[config.mk]
export PLATFORM = sky130hd
export DESIGN_NAME = packed_date_to_epoch_seconds_flat
export DESIGN_NICKNAME = d
export VERILOG_FILES = /design/src/rtl/pdte_pkg.sv /design/src/rtl/pdte_if.sv /design/src/rtl/pdte_decode.sv /design/src/rtl/pdte_days.sv /design/src/rtl/pdte_scale.sv /design/src/rtl/packed_date_to_epoch_seconds.sv /design/src/flat_wrapper.sv
export SDC_FILE = /design/constraint.sdc
export NUM_CORES = 2
export LEC_CHECK = 0
export ABC_CLOCK_PERIOD_IN_PS = 11450
export BUFFER_PORTS_ARGS = -buffer_cell sky130_fd_sc_hd__buf_2
export CAP_MARGIN = 20
export CORE_UTILIZATION = 59
export CTS_CLUSTER_DIAMETER = 60
export DETAILED_ROUTE_END_ITERATION = 8
export PLACE_DENSITY = 0.86
export RECOVER_POWER = 50
export SETUP_SLACK_MARGIN = 0.15
export SLEW_MARGIN = 20
export SYNTH_ARGS = -nofsm -noshare
export SYNTH_HDL_FRONTEND = slang
export SYNTH_HIERARCHICAL = 1
export SYNTH_SLANG_ARGS = --single-unit
[constraint.sdc]
create_clock -name clk -period 11.45 [get_ports clk]
set_input_delay 0.5725 -clock clk [delete_from_list [all_inputs] [get_ports clk]]
set_output_delay 0.5725 -clock clk [all_outputs]
set_load 0.03 [all_outputs]
[src/rtl/pdte_pkg.sv]
// shared types and constants for the packed date to epoch seconds converter
`timescale 1ns / 1ps

package pdte_pkg;

  localparam logic [15:0]        RECIP_12      = 16'd171;     // floor(m/12) = (m*171) >> 11
  localparam int unsigned        RECIP_12_SH   = 11;
  localparam logic [17:0]        RECIP_100     = 18'd167773;  // ceil(2^24 / 100)
  localparam logic [15:0]        RECIP_400     = 16'd41944;   // ceil(2^24 / 400)
  localparam int unsigned        RECIP_SH      = 24;
  localparam logic [3:0]         MONTH_DEC     = 4'd11;
  localparam logic [3:0]         MONTH_FEB     = 4'd1;
  localparam logic signed [17:0] YEAR_EPOCH    = 18'sd1970;
  localparam logic signed [17:0] YEAR_LEAP4    = 18'sd1968;
  localparam logic signed [17:0] YEAR_LEAP100  = 18'sd1900;
  localparam logic signed [17:0] YEAR_LEAP400  = 18'sd1600;
  localparam logic signed [9:0]  DAYS_PER_YEAR = 10'sd365;
  localparam logic signed [17:0] SEC_PER_DAY   = 18'sd86400;

  typedef struct packed {
    logic signed [17:0] yd;
    logic [8:0]         dbm;
    logic [7:0]         day;
    logic [15:0]        mag4;
    logic [15:0]        mag100;
    logic [15:0]        mag400;
    logic               neg4;
    logic               neg100;
    logic               neg400;
    logic signed [31:0] secs;
  } dec_t;

  typedef struct packed {
    logic signed [26:0] yd365;
    logic [13:0]        q4;
    logic [33:0]        p100;
    logic [31:0]        p400;
    logic [8:0]         dbm;
    logic [7:0]         day;
    logic               neg4;
    logic               neg100;
    logic               neg400;
    logic signed [31:0] secs;
  } mul_t;

  typedef struct packed {
    logic signed [27:0] days;
    logic signed [31:0] secs;
  } day_t;

  function automatic logic [8:0] days_before(input logic [3:0] m);
    logic [8:0] d;
    case (m)
      4'd0:    d = 9'd0;
      4'd1:    d = 9'd31;
      4'd2:    d = 9'd59;
      4'd3:    d = 9'd90;
      4'd4:    d = 9'd120;
      4'd5:    d = 9'd151;
      4'd6:    d = 9'd181;
      4'd7:    d = 9'd212;
      4'd8:    d = 9'd243;
      4'd9:    d = 9'd273;
      4'd10:   d = 9'd304;
      4'd11:   d = 9'd334;
      default: d = 9'd0;
    endcase
    return d;
  endfunction

endpackage

[src/rtl/pdte_if.sv]
// valid/ready channel interfaces for date items and epoch items
`timescale 1ns / 1ps

interface pdte_in_if;
  logic               valid;
  logic               ready;
  logic [31:0]        packed_date;
  logic signed [31:0] seconds_of_day;

  modport source (output valid, output packed_date, output seconds_of_day, input ready);
  modport sink   (input valid, input packed_date, input seconds_of_day, output ready);
endinterface

interface pdte_out_if;
  logic               valid;
  logic               ready;
  logic signed [63:0] epoch_seconds;

  modport source (output valid, output epoch_seconds, input ready);
  modport sink   (input valid, input epoch_seconds, output ready);
endinterface

[src/rtl/pdte_decode.sv]
// stage 1: unpack date, normalize month and year, form leap term operands
`timescale 1ns / 1ps

module pdte_decode (
  input  logic               clk,
  input  logic               rst,
  input  logic               en,
  input  logic               in_valid,
  input  logic [31:0]        packed_date,
  input  logic signed [31:0] seconds_of_day,
  output logic               dec_valid,
  output pdte_pkg::dec_t     dec
);

  pdte_pkg::dec_t dec_next;

  always_comb begin
    logic signed [15:0] yr;
    logic [7:0]         mon_raw;
    logic [7:0]         m;
    logic [15:0]        q12_prod;
    logic [4:0]         q12;
    logic [7:0]         rem;
    logic [3:0]         mon;
    logic signed [17:0] yadj;
    logic signed [17:0] ly;
    logic signed [17:0] x4, x100, x400;
    logic signed [17:0] n4, n100, n400;
    yr       = packed_date[31:16];
    mon_raw  = packed_date[15:8];
    m        = mon_raw - 8'd1;
    q12_prod = {8'b0, m} * pdte_pkg::RECIP_12;
    q12      = q12_prod[pdte_pkg::RECIP_12_SH +: 5];
    rem      = m - 8'({q12, 3'b0} + {1'b0, q12, 2'b0});
    if (mon_raw == 8'd0) begin
      yadj = {{2{yr[15]}}, yr} - 18'sd1;
      mon  = pdte_pkg::MONTH_DEC;
    end else begin
      yadj = {{2{yr[15]}}, yr} + {13'b0, q12};
      mon  = rem[3:0];
    end
    ly   = (mon <= pdte_pkg::MONTH_FEB) ? yadj - 18'sd1 : yadj;
    x4   = ly - pdte_pkg::YEAR_LEAP4;
    x100 = ly - pdte_pkg::YEAR_LEAP100;
    x400 = ly - pdte_pkg::YEAR_LEAP400;
    n4   = -x4;
    n100 = -x100;
    n400 = -x400;

    dec_next.yd     = yadj - pdte_pkg::YEAR_EPOCH;
    dec_next.dbm    = pdte_pkg::days_before(mon);
    dec_next.day    = packed_date[7:0];
    dec_next.neg4   = x4[17];
    dec_next.neg100 = x100[17];
    dec_next.neg400 = x400[17];
    dec_next.mag4   = x4[17]   ? n4[15:0]   : x4[15:0];
    dec_next.mag100 = x100[17] ? n100[15:0] : x100[15:0];
    dec_next.mag400 = x400[17] ? n400[15:0] : x400[15:0];
    dec_next.secs   = seconds_of_day;
  end

  always_ff @(posedge clk) begin
    if (rst) begin
      dec_valid <= 1'b0;
    end else if (en) begin
      dec_valid <= in_valid;
    end
  end

  always_ff @(posedge clk) begin
    if (en) begin
      dec <= dec_next;
    end
  end

endmodule

[src/rtl/pdte_days.sv]
// stages 2-3: reciprocal divides, year scaling and day count sum
`timescale 1ns / 1ps

module pdte_days (
  input  logic           clk,
  input  logic           rst,
  input  logic           en,
  input  logic           dec_valid,
  input  pdte_pkg::dec_t dec,
  output logic           day_valid,
  output pdte_pkg::day_t day
);

  logic           mul_valid;
  pdte_pkg::mul_t mul;
  pdte_pkg::mul_t mul_next;
  pdte_pkg::day_t day_next;

  always_comb begin
    mul_next.yd365  = dec.yd * pdte_pkg::DAYS_PER_YEAR;
    mul_next.q4     = dec.mag4[15:2];
    mul_next.p100   = {18'b0, dec.mag100} * {16'b0, pdte_pkg::RECIP_100};
    mul_next.p400   = {16'b0, dec.mag400} * {16'b0, pdte_pkg::RECIP_400};
    mul_next.dbm    = dec.dbm;
    mul_next.day    = dec.day;
    mul_next.neg4   = dec.neg4;
    mul_next.neg100 = dec.neg100;
    mul_next.neg400 = dec.neg400;
    mul_next.secs   = dec.secs;
  end

  always_comb begin
    logic [9:0]         q100;
    logic [7:0]         q400;
    logic signed [27:0] t4, t100, t400;
    q100 = mul.p100[pdte_pkg::RECIP_SH +: 10];
    q400 = mul.p400[pdte_pkg::RECIP_SH +: 8];
    t4   = {14'b0, mul.q4};
    t100 = {18'b0, q100};
    t400 = {20'b0, q400};
    if (mul.neg4) begin
      t4 = -t4;
    end
    if (mul.neg100) begin
      t100 = -t100;
    end
    if (mul.neg400) begin
      t400 = -t400;
    end
    day_next.days = {mul.yd365[26], mul.yd365} + {19'b0, mul.dbm} + t4 - t100 + t400
                    + {20'b0, mul.day} - 28'sd1;
    day_next.secs = mul.secs;
  end

  always_ff @(posedge clk) begin
    if (rst) begin
      mul_valid <= 1'b0;
      day_valid <= 1'b0;
    end else if (en) begin
      mul_valid <= dec_valid;
      day_valid <= mul_valid;
    end
  end

  always_ff @(posedge clk) begin
    if (en) begin
      mul <= mul_next;
      day <= day_next;
    end
  end

endmodule

[src/rtl/pdte_scale.sv]
// stages 4-5: scale day count to seconds, add seconds of day
`timescale 1ns / 1ps

module pdte_scale (
  input  logic               clk,
  input  logic               rst,
  input  logic               en,
  input  logic               day_valid,
  input  pdte_pkg::day_t     day,
  output logic               res_valid,
  output logic signed [63:0] epoch_seconds
);

  logic               prod_valid;
  logic signed [45:0] prod;
  logic signed [31:0] secs;

  always_ff @(posedge clk) begin
    if (rst) begin
      prod_valid <= 1'b0;
      res_valid  <= 1'b0;
    end else if (en) begin
      prod_valid <= day_valid;
      res_valid  <= prod_valid;
    end
  end

  always_ff @(posedge clk) begin
    if (en) begin
      prod          <= day.days * pdte_pkg::SEC_PER_DAY;
      secs          <= day.secs;
      epoch_seconds <= {{18{prod[45]}}, prod} + {{32{secs[31]}}, secs};
    end
  end

endmodule

[src/rtl/packed_date_to_epoch_seconds.sv]
// top level: packed date plus seconds of day to signed epoch seconds
// path: an accepted item passes the decode, mul, day, prod and result registers in order; a stall holds them all
// throughput: one item per cycle while the output is not stalled; five register stages share one advance enable
// an item is taken whenever the output register is empty or being taken
// reset: synchronous, active high; clears all stage valid bits, no data reset
`timescale 1ns / 1ps

module packed_date_to_epoch_seconds (
  input logic        clk,
  input logic        rst,
  pdte_in_if.sink    dates,
  pdte_out_if.source stamps
);

  logic           en;
  logic           dec_valid;
  pdte_pkg::dec_t dec;
  logic           day_valid;
  pdte_pkg::day_t day;

  assign en           = !stamps.valid || stamps.ready;
  assign dates.ready  = en;

  pdte_decode u_decode (
    .clk            (clk),
    .rst            (rst),
    .en             (en),
    .in_valid       (dates.valid),
    .packed_date    (dates.packed_date),
    .seconds_of_day (dates.seconds_of_day),
    .dec_valid      (dec_valid),
    .dec            (dec)
  );

  pdte_days u_days (
    .clk       (clk),
    .rst       (rst),
    .en        (en),
    .dec_valid (dec_valid),
    .dec       (dec),
    .day_valid (day_valid),
    .day       (day)
  );

  pdte_scale u_scale (
    .clk           (clk),
    .rst           (rst),
    .en            (en),
    .day_valid     (day_valid),
    .day           (day),
    .res_valid     (stamps.valid),
    .epoch_seconds (stamps.epoch_seconds)
  );

endmodule

[src/flat_wrapper.sv]
// flat-port wrapper written by rule: the top's interface ports become plain ports
module packed_date_to_epoch_seconds_flat 
  (clk, rst, dates_valid, dates_packed_date, dates_seconds_of_day, dates_ready, stamps_valid, stamps_epoch_seconds, stamps_ready);
  pdte_in_if dates_i ();
  pdte_out_if stamps_i ();
  input logic clk;
  input logic rst;
  input wire logic [$bits(dates_i.valid)-1:0] dates_valid;
  input wire logic [$bits(dates_i.packed_date)-1:0] dates_packed_date;
  input wire logic [$bits(dates_i.seconds_of_day)-1:0] dates_seconds_of_day;
  output wire logic [$bits(dates_i.ready)-1:0] dates_ready;
  output wire logic [$bits(stamps_i.valid)-1:0] stamps_valid;
  output wire logic [$bits(stamps_i.epoch_seconds)-1:0] stamps_epoch_seconds;
  input wire logic [$bits(stamps_i.ready)-1:0] stamps_ready;
  assign dates_i.valid = dates_valid;
  assign dates_i.packed_date = dates_packed_date;
  assign dates_i.seconds_of_day = dates_seconds_of_day;
  assign dates_ready = dates_i.ready;
  assign stamps_valid = stamps_i.valid;
  assign stamps_epoch_seconds = stamps_i.epoch_seconds;
  assign stamps_i.ready = stamps_ready;
  packed_date_to_epoch_seconds u_core (.clk(clk), .rst(rst), .dates(dates_i), .stamps(stamps_i));
endmodule
==> reports/results.tsv <==
stage	metric	value	unit
worst_hold_path	hold_depth	1	
routing	viasPerCell	5.51	
global_route	grtUsageTotal	0.235	
timing	post-route-period-util	0.899	
routing	wl_per_cell	16.6	µm
worst_setup_path	reg2reg_setup_slack	2.08	ns
worst_setup_path	reg2reg_from	u_core/u_scale/res_valid	
clock_network	insertion_delay	0.61	ns
worst_hold_path	holdPathEnd	u_core/u_decode/dec[18]	
clock_network	cts_sinks	409	
synthesis	syn_avg_cell_area	10.9	µm²
routing	drt-total-wl	80.4	mm
floorplan	die_h	266	µm
global_route	grt_pass1_wl	134	mm
routing	dr.pass1.iters	6	
placed_design	gp_congestion	0.953	
synthesis	synth_nets	4833	
worst_setup_path	r2r_cells	2	
clock_network	h-tree-depth	2	
timing	finalSetupViolations	0	
global_route	grt_pass1_vias	27800	
clock_network	cts_hold_buf	0	
worst_setup_path	cp.required	11.79	ns
worst_hold_path	hold_start	dates_seconds_of_day[18]	
clock_network	clk_transition_reported_paths	0.06	ns
clock_network	cts_buffer_depth	3	
routing	drc_errors	0	
timing	worst_pin_slew	8.63	ns
routing	drtIter0Drc	1677	
floorplan	num_rows	96	
worst_setup_path	crit_type	in2reg	
synthesis	synthCells	3751	
floorplan	dieWidth	266	µm
run	cap_violations	4	
cells_and_area	antenna_cells	0	
floorplan	ioPinCount	134	
global_route	grt_antenna_before_repair	0	
worst_setup_path	timing.rr.end	u_core/u_scale/secs[19]	
routing	ant_nets	0	
routing	vias	26700	
timing	clock_skew	0.0314	ns
floorplan	initial_utilization	0.596	
floorplan	core-area	0.0687	mm²
worst_setup_path	crit_arrival	10.63	ns
outcome	status	finished with violations	
cells_and_area	layout-drive-gt1-share	0.0553	
cells_and_area	syn2layout_area_growth	7.55	%
clock_network	cts_made_buffers	47	
clock_network	root_buffer	clkbuf_16	
timing	slew_violations	339	
worst_setup_path	critPathSlowestCell	a2111oi_0	
timing	fmax	97.2	MHz
floorplan	dieArea	0.0705	mm²
worst_setup_path	slowest_delay	0.66	ns
clock_network	ctsResizeCount	0	
timing	fin_crit	10.29	ns
timing	tns	0	ns
synthesis	syn_area	0.0410	mm²
worst_setup_path	worstPathMaxFanout	14	
worst_setup_path	crit_path_end_kind	flop	
global_route	grt_max_degree	174	
placed_design	port_buffers	133	
worst_hold_path	hp-class	in2reg	
placed_design	dp_hpwl	65.7	mm
global_route	grt.overflow.total	0	
clock_network	cts_setup_buffers	0	
worst_setup_path	cp-start-kind	input port	
clock_network	cts_tree	done	
outcome	violations	capacitance limit, slew limit	
timing	slew_headroom	-4.75	
synthesis	yosys_warnings	6	
timing	hold_viol_final	0	
timing	rsz0062_at_grt	no	
cells_and_area	fillers	5254	
worst_setup_path	worst_path_most_repeated_cell	ha_1	
cells_and_area	final_nets	4966	
-- area by class of cell --
cell class	instances	area [µm²]	share of cell area
clock inverter	30	395	0.00897
clock buffer	57	1210	0.0275
sequential	409	12200	0.278
tap	931	1160	0.0264
inverter	807	3030	0.0688
timing repair buffer	142	638	0.0145
multi-input combinational	2477	25400	0.576
-- how the worst max path moves through the flow --
stage / start / to / slack, ns / cells after the start
final: dates_packed_date[8] / u_core/u_decode/dec[50] / 1.16 / 39
after global routing: dates_packed_date[8] / u_core/u_decode/dec[50] / 0.39 / 41
after CTS: dates_packed_date[8] / u_core/u_decode/dec[50] / 1.25 / 39
after detailed placement: dates_packed_date[8] / u_core/u_decode/dec[50] / 0.64 / 39
after global placement: dates_packed_date[8] / u_core/u_decode/dec[50] / 0.94 / 41
after floorplan: dates_packed_date[8] / u_core/u_decode/dec[50] / 2.20 / 39
-- layout by cell type (no fill, tap or decap), types with 14 or more instances in the layout --
cell / count
xor2_1: 78
o21bai_1: 14
nor2_1: 133
nand2b_1: 25
o211ai_1: 19
nand2_1: 134
clkbuf_1: 80
and2_1: 15
buf_2: 66
or3_1: 18
mux2i_1: 14
o21a_1: 33
o21ai_0: 111
fa_1: 403
a21oi_1: 156
nor2b_1: 27
inv_1: 802
nand3_1: 48
a21o_1: 78
o31ai_1: 22
and3_1: 28
nor3_1: 42
edfxtp_1: 404
a211oi_1: 17
a31oi_1: 31
nand4_1: 21
ha_1: 611
xnor2_1: 199
clkbuf_16: 47
-- registers in the layout, summed over array words and instances (netlist names) --
name	count
u_core/u_decode/dec	115
u_core/u_days/mul	79
u_core/u_days/day	60
u_core/u_scale/epoch_seconds	47
u_core/u_scale/prod	39
u_core/u_days/day_next	32
u_core/u_scale/secs	32
u_core/u_days/day_valid	1
u_core/u_days/mul_valid	1
u_core/u_decode/dec_valid	1
u_core/u_scale/prod_valid	1
u_core/u_scale/res_valid	1
-- metal layers --
layer / part of all wire / global-route usage / vias to the layer above
li1: - / - / 12900
met1: 0.41 / 0.282 / 12900
met2: 0.51 / 0.430 / 755
met3: 0.044 / 0.0267 / 185
met4: 0.037 / 0.0905 / 0
met5: 0 / 0 / -
-- stage by stage --
step / area [µm²] / hold WS [ns] / utilization / cells / worst slack, ns
after global routing: 44100 / 0.106 / 0.641 / 4853 / 0.386
after global placement: 42600 / 0.400 / 0.620 / 4766 / 0.937
after detailed placement: 42600 / 0.405 / 0.620 / 4766 / 0.637
final: 44100 / 0.139 / 0.641 / 4853 / 1.16
after CTS: 44200 / 0.102 / 0.643 / 4853 / 1.25
after floorplan: 41000 / 0.400 / - / 3751 / 2.20
-- worst max-delay path: cells and delay by family --
kind | cells | cell delay [ns]
AND/OR/NAND/NOR | 7 | 1.62
adder cells (fa/ha/maj) | 7 | 2.60
AO/OA/AOI/OAI | 14 | 3.87
buffers and inverters | 6 | 0.96
XOR/XNOR | 5 | 0.98
Power is left out: the tool's default activity adds up to more than one toggle a clock period on the data nets, which glitch-free logic cannot reach.
